$ cat config.mk
export PLATFORM = sky130hd
export DESIGN_NAME = rf_pulse_code_decoder_core
export DESIGN_NICKNAME = d
export VERILOG_FILES = /design/src/hw/rtl/rpcd_pkg.sv /design/src/hw/rtl/rpcd_pair_judge.sv /design/src/hw/rtl/rf_pulse_code_decoder_core.sv
export SDC_FILE = /design/constraint.sdc
export NUM_CORES = 1
export LEC_CHECK = 0
export BUFFER_PORTS_ARGS = -buffer_cell sky130_fd_sc_hd__buf_2
export CAP_MARGIN = 10
export CELL_PAD_IN_SITES_DETAIL_PLACEMENT = 0
export CELL_PAD_IN_SITES_GLOBAL_PLACEMENT = 1
export CORE_MARGIN = 5
export CORE_UTILIZATION = 44
export CTS_CLUSTER_DIAMETER = 200
export CTS_CLUSTER_SIZE = 25
export DETAILED_ROUTE_END_ITERATION = 7
export PLACE_DENSITY_LB_ADDON = 0.1
export SLEW_MARGIN = 20
export SYNTH_ARGS = -nofsm -noshare
export SYNTH_HDL_FRONTEND = slang
export SYNTH_SLANG_ARGS = --single-unit
export TNS_END_PERCENT = 100
$ cat constraint.sdc
create_clock -name aclk -period 8.4 [get_ports aclk]
set_input_delay 0.84 -clock aclk [delete_from_list [all_inputs] [get_ports aclk]]
set_output_delay 0.84 -clock aclk [all_outputs]
set_load 0.02 [all_outputs]
$ cat src/hw/rtl/rpcd_pkg.sv
package rpcd_pkg;

    localparam int CFG_WIDTH          = 15;
    localparam int LEN_WIDTH          = 6;
    localparam int CODE_WIDTH         = 32;
    localparam int CFG_IDX_WIDTH      = 3;
    localparam int DURATION_WIDTH_DEF = 15;

    // Register indexes on the configuration port
    localparam logic [CFG_IDX_WIDTH-1:0] REG_TOLERANCE   = 3'd0;
    localparam logic [CFG_IDX_WIDTH-1:0] REG_SYNC_HIGH   = 3'd1;
    localparam logic [CFG_IDX_WIDTH-1:0] REG_SYNC_LOW    = 3'd2;
    localparam logic [CFG_IDX_WIDTH-1:0] REG_SHORT_TIME  = 3'd3;
    localparam logic [CFG_IDX_WIDTH-1:0] REG_LONG_TIME   = 3'd4;
    localparam logic [CFG_IDX_WIDTH-1:0] REG_CODE_LENGTH = 3'd5;

    // Reset values
    localparam logic [CFG_WIDTH-1:0] TOLERANCE_RST   = 15'd200;
    localparam logic [CFG_WIDTH-1:0] SYNC_HIGH_RST   = 15'd300;
    localparam logic [CFG_WIDTH-1:0] SYNC_LOW_RST    = 15'd9300;
    localparam logic [CFG_WIDTH-1:0] SHORT_TIME_RST  = 15'd300;
    localparam logic [CFG_WIDTH-1:0] LONG_TIME_RST   = 15'd900;
    localparam logic [LEN_WIDTH-1:0] CODE_LENGTH_RST = 6'd24;
    localparam logic [LEN_WIDTH-1:0] CODE_LENGTH_MAX = 6'd32;

    typedef struct packed {
        logic [CFG_WIDTH-1:0] tolerance;
        logic [CFG_WIDTH-1:0] sync_high_time;
        logic [CFG_WIDTH-1:0] sync_low_time;
        logic [CFG_WIDTH-1:0] short_time;
        logic [CFG_WIDTH-1:0] long_time;
    } timing_cfg_t;

    typedef struct packed {
        logic sync_pair;
        logic zero_pair;
        logic one_pair;
    } pair_match_t;

endpackage

$ cat src/hw/rtl/rpcd_pair_judge.sv
module rpcd_pair_judge #(
    parameter int DURATION_WIDTH = rpcd_pkg::DURATION_WIDTH_DEF
) (
    input  logic                      held_level,
    input  logic [DURATION_WIDTH-1:0] held_duration,
    input  logic                      pulse_level,
    input  logic [DURATION_WIDTH-1:0] pulse_duration,
    input  rpcd_pkg::timing_cfg_t     timing,
    output rpcd_pkg::pair_match_t     match
);
    import rpcd_pkg::*;

    // Wide enough for duration + tolerance and target + tolerance without overflow
    localparam int CW = ((DURATION_WIDTH > CFG_WIDTH + 1) ? DURATION_WIDTH : CFG_WIDTH + 1) + 1;

    // Strictly inside (t - tol, t + tol); lower bound rearranged to v + tol > t
    function automatic logic near(input logic [DURATION_WIDTH-1:0] v,
                                  input logic [CFG_WIDTH-1:0]      t,
                                  input logic [CFG_WIDTH-1:0]      tol);
        logic [CW-1:0] ve;
        logic [CW-1:0] te;
        logic [CW-1:0] tole;
        ve   = CW'(v);
        te   = CW'(t);
        tole = CW'(tol);
        return ((ve + tole) > te) && (ve < (te + tole));
    endfunction

    logic high_low;

    assign high_low = held_level && !pulse_level;

    assign match.sync_pair = high_low
        && near(held_duration, timing.sync_high_time, timing.tolerance)
        && near(pulse_duration, timing.sync_low_time, timing.tolerance);

    assign match.zero_pair = high_low
        && near(held_duration, timing.short_time, timing.tolerance)
        && near(pulse_duration, timing.long_time, timing.tolerance);

    assign match.one_pair = high_low
        && near(held_duration, timing.long_time, timing.tolerance)
        && near(pulse_duration, timing.short_time, timing.tolerance);

endmodule

$ cat src/hw/rtl/rf_pulse_code_decoder_core.sv
// Channel  | Handshake          | Payload
// ---------+--------------------+-------------------------------------------------
// input    | s_valid / s_ready  | s_pulse_level, s_pulse_duration, s_frame_start
// result   | m_valid / m_ready  | m_code
// config   | cfg_wr_en          | cfg_addr, cfg_wr_data (write only, no wait)
//
// One pulse item per cycle sustained while s_ready is high. An item is registered at
// acceptance and judged in the next cycle; a finished code raises m_valid when its
// last pulse leaves the input register, which a code still waiting at the output can delay.
// Reset (aresetn low at a clock edge) clears decoder state, empties both
// registers and loads the default timing.
// s_ready drops only while a code-bearing item waits behind an untaken code in
// the output register; items that carry no code always pass.
module rf_pulse_code_decoder_core #(
    parameter int DURATION_WIDTH = rpcd_pkg::DURATION_WIDTH_DEF
) (
    input  logic                                 aclk,
    input  logic                                 aresetn,

    input  logic                                 s_valid,
    output logic                                 s_ready,
    input  logic                                 s_pulse_level,
    input  logic [DURATION_WIDTH-1:0]            s_pulse_duration,
    input  logic                                 s_frame_start,

    output logic                                 m_valid,
    input  logic                                 m_ready,
    output logic [rpcd_pkg::CODE_WIDTH-1:0]      m_code,

    input  logic                                 cfg_wr_en,
    input  logic [rpcd_pkg::CFG_IDX_WIDTH-1:0]   cfg_addr,
    input  logic [rpcd_pkg::CFG_WIDTH-1:0]       cfg_wr_data
);
    import rpcd_pkg::*;

    // Configuration registers
    timing_cfg_t           timing_reg;
    logic [LEN_WIDTH-1:0]  code_length_reg;

    // Input register
    logic                      in_valid_reg;
    logic                      in_level_reg;
    logic [DURATION_WIDTH-1:0] in_duration_reg;
    logic                      in_frame_start_reg;

    // Decoder state
    logic                      held_valid_reg,    held_valid_next;
    logic                      held_level_reg,    held_level_next;
    logic [DURATION_WIDTH-1:0] held_duration_reg, held_duration_next;
    logic                      synced_reg,        synced_next;
    logic [LEN_WIDTH-1:0]      bits_received_reg, bits_received_next;
    logic [CODE_WIDTH-1:0]     shift_code_reg,    shift_code_next;

    // Output register
    logic                  out_valid_reg;
    logic [CODE_WIDTH-1:0] out_code_reg;

    // State after an optional frame-start clear
    logic                      cur_held_valid;
    logic                      cur_held_level;
    logic [DURATION_WIDTH-1:0] cur_held_duration;
    logic                      cur_synced;
    logic [LEN_WIDTH-1:0]      cur_bits_received;
    logic [CODE_WIDTH-1:0]     cur_shift_code;

    logic [LEN_WIDTH-1:0] eff_length;
    pair_match_t          match;
    logic                 emit;
    logic                 fire;
    logic                 s_accept;

    // ------------------------------------------------------------------
    // Configuration writes; out-of-list indexes are ignored
    // ------------------------------------------------------------------
    always_ff @(posedge aclk) begin
        if (!aresetn) begin
            timing_reg.tolerance      <= TOLERANCE_RST;
            timing_reg.sync_high_time <= SYNC_HIGH_RST;
            timing_reg.sync_low_time  <= SYNC_LOW_RST;
            timing_reg.short_time     <= SHORT_TIME_RST;
            timing_reg.long_time      <= LONG_TIME_RST;
            code_length_reg           <= CODE_LENGTH_RST;
        end else if (cfg_wr_en) begin
            case (cfg_addr)
                REG_TOLERANCE:   timing_reg.tolerance      <= cfg_wr_data;
                REG_SYNC_HIGH:   timing_reg.sync_high_time <= cfg_wr_data;
                REG_SYNC_LOW:    timing_reg.sync_low_time  <= cfg_wr_data;
                REG_SHORT_TIME:  timing_reg.short_time     <= cfg_wr_data;
                REG_LONG_TIME:   timing_reg.long_time      <= cfg_wr_data;
                REG_CODE_LENGTH: code_length_reg           <= cfg_wr_data[LEN_WIDTH-1:0];
                default: begin
                end
            endcase
        end
    end

    // A length of zero or above the code width means a full-width code
    assign eff_length = (code_length_reg == '0 || code_length_reg > CODE_LENGTH_MAX)
                        ? CODE_LENGTH_MAX : code_length_reg;

    // ------------------------------------------------------------------
    // Handshakes: the held item advances unless it carries a code that
    // would overwrite one still waiting in the output register
    // ------------------------------------------------------------------
    assign fire     = in_valid_reg && (!emit || !out_valid_reg || m_ready);
    assign s_ready  = !in_valid_reg || fire;
    assign s_accept = s_valid && s_ready;

    always_ff @(posedge aclk) begin
        if (!aresetn) begin
            in_valid_reg <= 1'b0;
        end else if (s_accept) begin
            in_valid_reg <= 1'b1;
        end else if (fire) begin
            in_valid_reg <= 1'b0;
        end
    end

    always_ff @(posedge aclk) begin
        if (s_accept) begin
            in_level_reg       <= s_pulse_level;
            in_duration_reg    <= s_pulse_duration;
            in_frame_start_reg <= s_frame_start;
        end
    end

    // ------------------------------------------------------------------
    // Pair decision
    // ------------------------------------------------------------------
    // Frame start wipes all decoder state before the pulse is looked at
    always_comb begin
        if (in_frame_start_reg) begin
            cur_held_valid    = 1'b0;
            cur_held_level    = 1'b0;
            cur_held_duration = '0;
            cur_synced        = 1'b0;
            cur_bits_received = '0;
            cur_shift_code    = '0;
        end else begin
            cur_held_valid    = held_valid_reg;
            cur_held_level    = held_level_reg;
            cur_held_duration = held_duration_reg;
            cur_synced        = synced_reg;
            cur_bits_received = bits_received_reg;
            cur_shift_code    = shift_code_reg;
        end
    end

    rpcd_pair_judge #(
        .DURATION_WIDTH (DURATION_WIDTH)
    ) u_judge (
        .held_level     (cur_held_level),
        .held_duration  (cur_held_duration),
        .pulse_level    (in_level_reg),
        .pulse_duration (in_duration_reg),
        .timing         (timing_reg),
        .match          (match)
    );

    always_comb begin
        held_valid_next    = cur_held_valid;
        held_level_next    = cur_held_level;
        held_duration_next = cur_held_duration;
        synced_next        = cur_synced;
        bits_received_next = cur_bits_received;
        shift_code_next    = cur_shift_code;
        emit               = 1'b0;

        if (!cur_held_valid) begin
            // First pulse of a pair: hold it
            held_valid_next    = 1'b1;
            held_level_next    = in_level_reg;
            held_duration_next = in_duration_reg;
        end else if (!cur_synced) begin
            if (match.sync_pair) begin
                synced_next        = 1'b1;
                bits_received_next = '0;
                shift_code_next    = '0;
                held_valid_next    = 1'b0;
            end else begin
                // Drop the older pulse, keep the new one as a sync candidate
                held_level_next    = in_level_reg;
                held_duration_next = in_duration_reg;
            end
        end else begin
            if (match.zero_pair || match.one_pair) begin
                shift_code_next = {cur_shift_code[CODE_WIDTH-2:0],
                                   match.one_pair && !match.zero_pair};
                // Saturate so a count past any legal length never wraps back
                if (cur_bits_received != '1) begin
                    bits_received_next = cur_bits_received + 1'b1;
                end
                held_valid_next = 1'b0;
            end else begin
                // Not a data bit: lose sync, re-examine this pulse as a sync start
                synced_next        = 1'b0;
                held_level_next    = in_level_reg;
                held_duration_next = in_duration_reg;
            end

            if (synced_next && bits_received_next == eff_length) begin
                synced_next = 1'b0;
                emit        = 1'b1;
            end
        end
    end

    always_ff @(posedge aclk) begin
        if (!aresetn) begin
            held_valid_reg    <= 1'b0;
            held_level_reg    <= 1'b0;
            held_duration_reg <= '0;
            synced_reg        <= 1'b0;
            bits_received_reg <= '0;
            shift_code_reg    <= '0;
        end else if (fire) begin
            held_valid_reg    <= held_valid_next;
            held_level_reg    <= held_level_next;
            held_duration_reg <= held_duration_next;
            synced_reg        <= synced_next;
            bits_received_reg <= bits_received_next;
            shift_code_reg    <= shift_code_next;
        end
    end

    // ------------------------------------------------------------------
    // Output register: load a finished code, clear when taken
    // ------------------------------------------------------------------
    always_ff @(posedge aclk) begin
        if (!aresetn) begin
            out_valid_reg <= 1'b0;
        end else if (fire && emit) begin
            out_valid_reg <= 1'b1;
        end else if (m_ready) begin
            out_valid_reg <= 1'b0;
        end
    end

    always_ff @(posedge aclk) begin
        if (fire && emit) begin
            out_code_reg <= shift_code_next;
        end
    end

    assign m_valid = out_valid_reg;
    assign m_code  = out_code_reg;

endmodule

==> results.md <==
* Status: complete, no violations
* # DRC at 0
* Area delta synth->final at 8.95%
* Final ANT Viol Nets at 0
* Post-synth EDFFs at 49
* Final #Nets at 2123
* Min Tclk post-route at 8.00 ns
* Fraction of registers with async set/reset at 0%
* Measured slew at the worst slew-check pin at 0.948 ns
* Port bufs at 73
* WL/cell at 21.3 microns
* DR vias at 13190
* Top-Level Pins at 74
* Yosys warning total at 0
* CORE AREA at 34500 sq um
* Vias in the first global route at 12462
* Pin count of the biggest net entering global routing at 66
* Clk Tree Root Cell: clkbuf_16
* Commonest non-fill, non-tap cell in the layout: ha_1
* Violation count after the first detailed-route iteration at 846
* Slew Viols, Final at 0
* Total global routing overflow at 0
* Final TNS setup at 0 ns
* Antenna fix cells at 0
* Sequential share of the synthesized area at 27.8%
* CP startpoint kind: flip-flop
* Fmax at 125 MHz
* Final setup viols at 0
* Crit path arrival time at 7.16 ns
* HPWL Detailed at 38300 microns
* Synth Net Count at 2076
* CP max stage cell: edfxtp_1
* Critical path data required time at 7.56 ns
* Total number of H-tree levels at 4
* CTS tree: yes
* TritonRoute pass-1 iters at 5
* Top delay family on crit path: compound AO/OA/AOI/OAI gates
* Critical path buffers and inverters at 2
* Placer Congestion at 0.933
* Tcrit/Tclk final at 95.2%
* Seq cells post-synth at 188
* Most used DFF post-synth: dfxtp_1
* First-pass GRT wire length at 75100 microns
* Clock Tree Buf Depth at 2
* Worst-path fanout max at 5
* Max-Cap Viols at 0
* Crit end category: primary output
* Row cnt at 68
* Syn Area/Cell at 8.62 sq um
* Clock Skews at 0.0137 ns
* CTS sink cnt at 188
* Die X at 197 microns
* RSZ-0062 raised after global routing: false
* PwrDens at 139 nW/um^2
* Ranking of synthesized cells by area: ha_1 21%, dfxtp_1 18%, edfxtp_1 9.6%
* Fin worst setup slack at 0.400 ns
* Mapped Cells at 1776
* Share of the synthesized area in the top cell type at 20.7%
* Most frequent cells in the layout: 254 x ha_1, 244 x nand2_1, 162 x a21oi_1
* Num CTS Buffers at 17
* Initial Util at 44.4%
* Die Area at 38600 sq um
* Share of cells above drive strength 1 at 9.10%
* Gr usage total at 25.1%
* Max-slew headroom at 36.8%
* Clock transition at the registers of the reported paths at 0.08 ns
* Final WL at 48800 microns
* P_leak at 7.23 nW
* VDD IR-drop max at 0.142 mV
* Place WS at 0.446 ns
* Cell area after synthesis at 15300 sq um
* Worst-Skew Late Latency at 0.46 ns
* Vias per std cell at 5.76
* Type of the worst setup path: reg -> out
* Synth area leader: ha_1
* Max stage delay on crit path at 0.40 ns
* Count of different cell masters after synthesis at 88
* Die H at 197 microns
* Antenna violations before repair at 0
* Hold Path Class: reg -> reg
* Final Hold Fails at 0
* Max reg flops at 75
## logic make-up after synthesis
| family | count (synthesis) | share of synthesized area [%] |
|---|---|---|
| buffers and inverters | 184 | 4.99 |
| flip-flops | 188 | 27.8 |
| multiplexers | 24 | 1.61 |
| AND/OR/NAND/NOR | 502 | 15.2 |
| XOR/XNOR | 79 | 4.52 |
| adder cells (fa/ha/maj) | 264 | 21.8 |
| AO/OA/AOI/OAI | 535 | 24.1 |
## worst register-to-register path, delay by kind of cell (launching register included)
| kind | cells | cell delay [ns] |
|---|---|---|
| compound gates | 12 | 3.00 |
| xor+xnor | 1 | 0.17 |
| fa+ha+maj | 5 | 1.65 |
| buf+inv | 2 | 0.44 |
| flops | 1 | 0.40 |
| simple gates | 6 | 1.75 |
## path summary, 6_finish.rpt
path | startpoint | to | slack (ns) | cells past startpoint
worst max register to register | in_frame_start_reg$_DFFE_PP_ | shift_code_reg[18]$_SDFFE_PN0P_ | 0.93 | 26
worst min-delay path | held_duration_reg[14]$_SDFFE_PN0P_ | held_duration_reg[14]$_SDFFE_PN0P_ | 0.46 | 2
worst min register to register | held_duration_reg[14]$_SDFFE_PN0P_ | held_duration_reg[14]$_SDFFE_PN0P_ | 0.46 | 2
worst max-delay path | in_frame_start_reg$_DFFE_PP_ | s_ready | 0.40 | 25
## Yosys cell counts (5+ instances only)
library cell  number
ha_1             254
nand2_1          244
a21oi_1          162
dfxtp_1          139
inv_1            120
nor2_1            74
o21ai_0           68
a22o_1            64
a21o_1            55
xnor2_1           52
edfxtp_1          49
clkbuf_1          37
nor2b_1           37
nand3_1           36
o211ai_1          30
nand4_1           27
xor2_1            27
nor3_1            25
mux2i_1           22
o21a_1            21
a211oi_1          13
a31oi_1           12
nand2b_1          12
and3_1            10
o21bai_1          10
a21boi_0           9
buf_2              9
o22ai_1            8
o31ai_1            8
a221oi_1           7
a2111oi_0          6
a31o_2             6
buf_1              6
buf_6              6
fa_1               6
o32ai_1            6
or2_2              6
a211o_1            5
and2_1             5
## metrics by stage
stage | utilization (%) | instance area, sq um | hold WS [ns] | power [W] | std cells
floorplan | - | 15300 | 0.430 | 0.00136 | 1776
global placement | 46.7 | 16100 | 0.438 | 0.00152 | 2258
detailed placement | 46.7 | 16100 | 0.445 | 0.00153 | 2258
CTS | 48.3 | 16600 | 0.459 | 0.00234 | 2290
global route | 48.4 | 16700 | 0.475 | 0.00245 | 2291
finish | 48.4 | 16700 | 0.456 | 0.00232 | 2291
## metal layers
metal,GRT usage (%),up-vias,share of wire (%)
li1,-,6618,-
met1,37.6,6212,50
met2,38.2,317,43
met3,3.73,43,5.2
met4,6.21,0,2.2
met5,0,-,0
## report_power, final
part / leakage (nW) / total, W / internal [W] / switching [W]
registers: 1.54 / 0.000983 / 0.000947 / 0.0000358
logic: 5.41 / 0.000536 / 0.000210 / 0.000326
clock network: 0.273 / 0.000801 / 0.000399 / 0.000402
total: 7.23 / 0.00232 / 0.00156 / 0.000764
## what timing repair did
item | 4_1_cts | 5_1_grt
setup buffers | 0 | 1
hold buffers | 0 | 0
endpoints found under the hold margin | 0 | 0
gates resized for setup | 1 | 7
cloned | 0 | 0
setup endpoints to repair | 1 | 1
pin swaps | 0 | 1
## cell type report
| type | count | area, sq um |
|---|---|---|
| Fill cell | 3400 | 17800 |
| Tap cell | 455 | 569 |
| Timing Repair Buffer | 90 | 493 |
| Sequential cell | 188 | 4260 |
| Multi-Input combinational cell | 1404 | 10300 |
| Inverter | 122 | 463 |
| Clock buffer | 19 | 443 |
| Clock inverter | 13 | 123 |
Power figures use the tool's default switching activity.
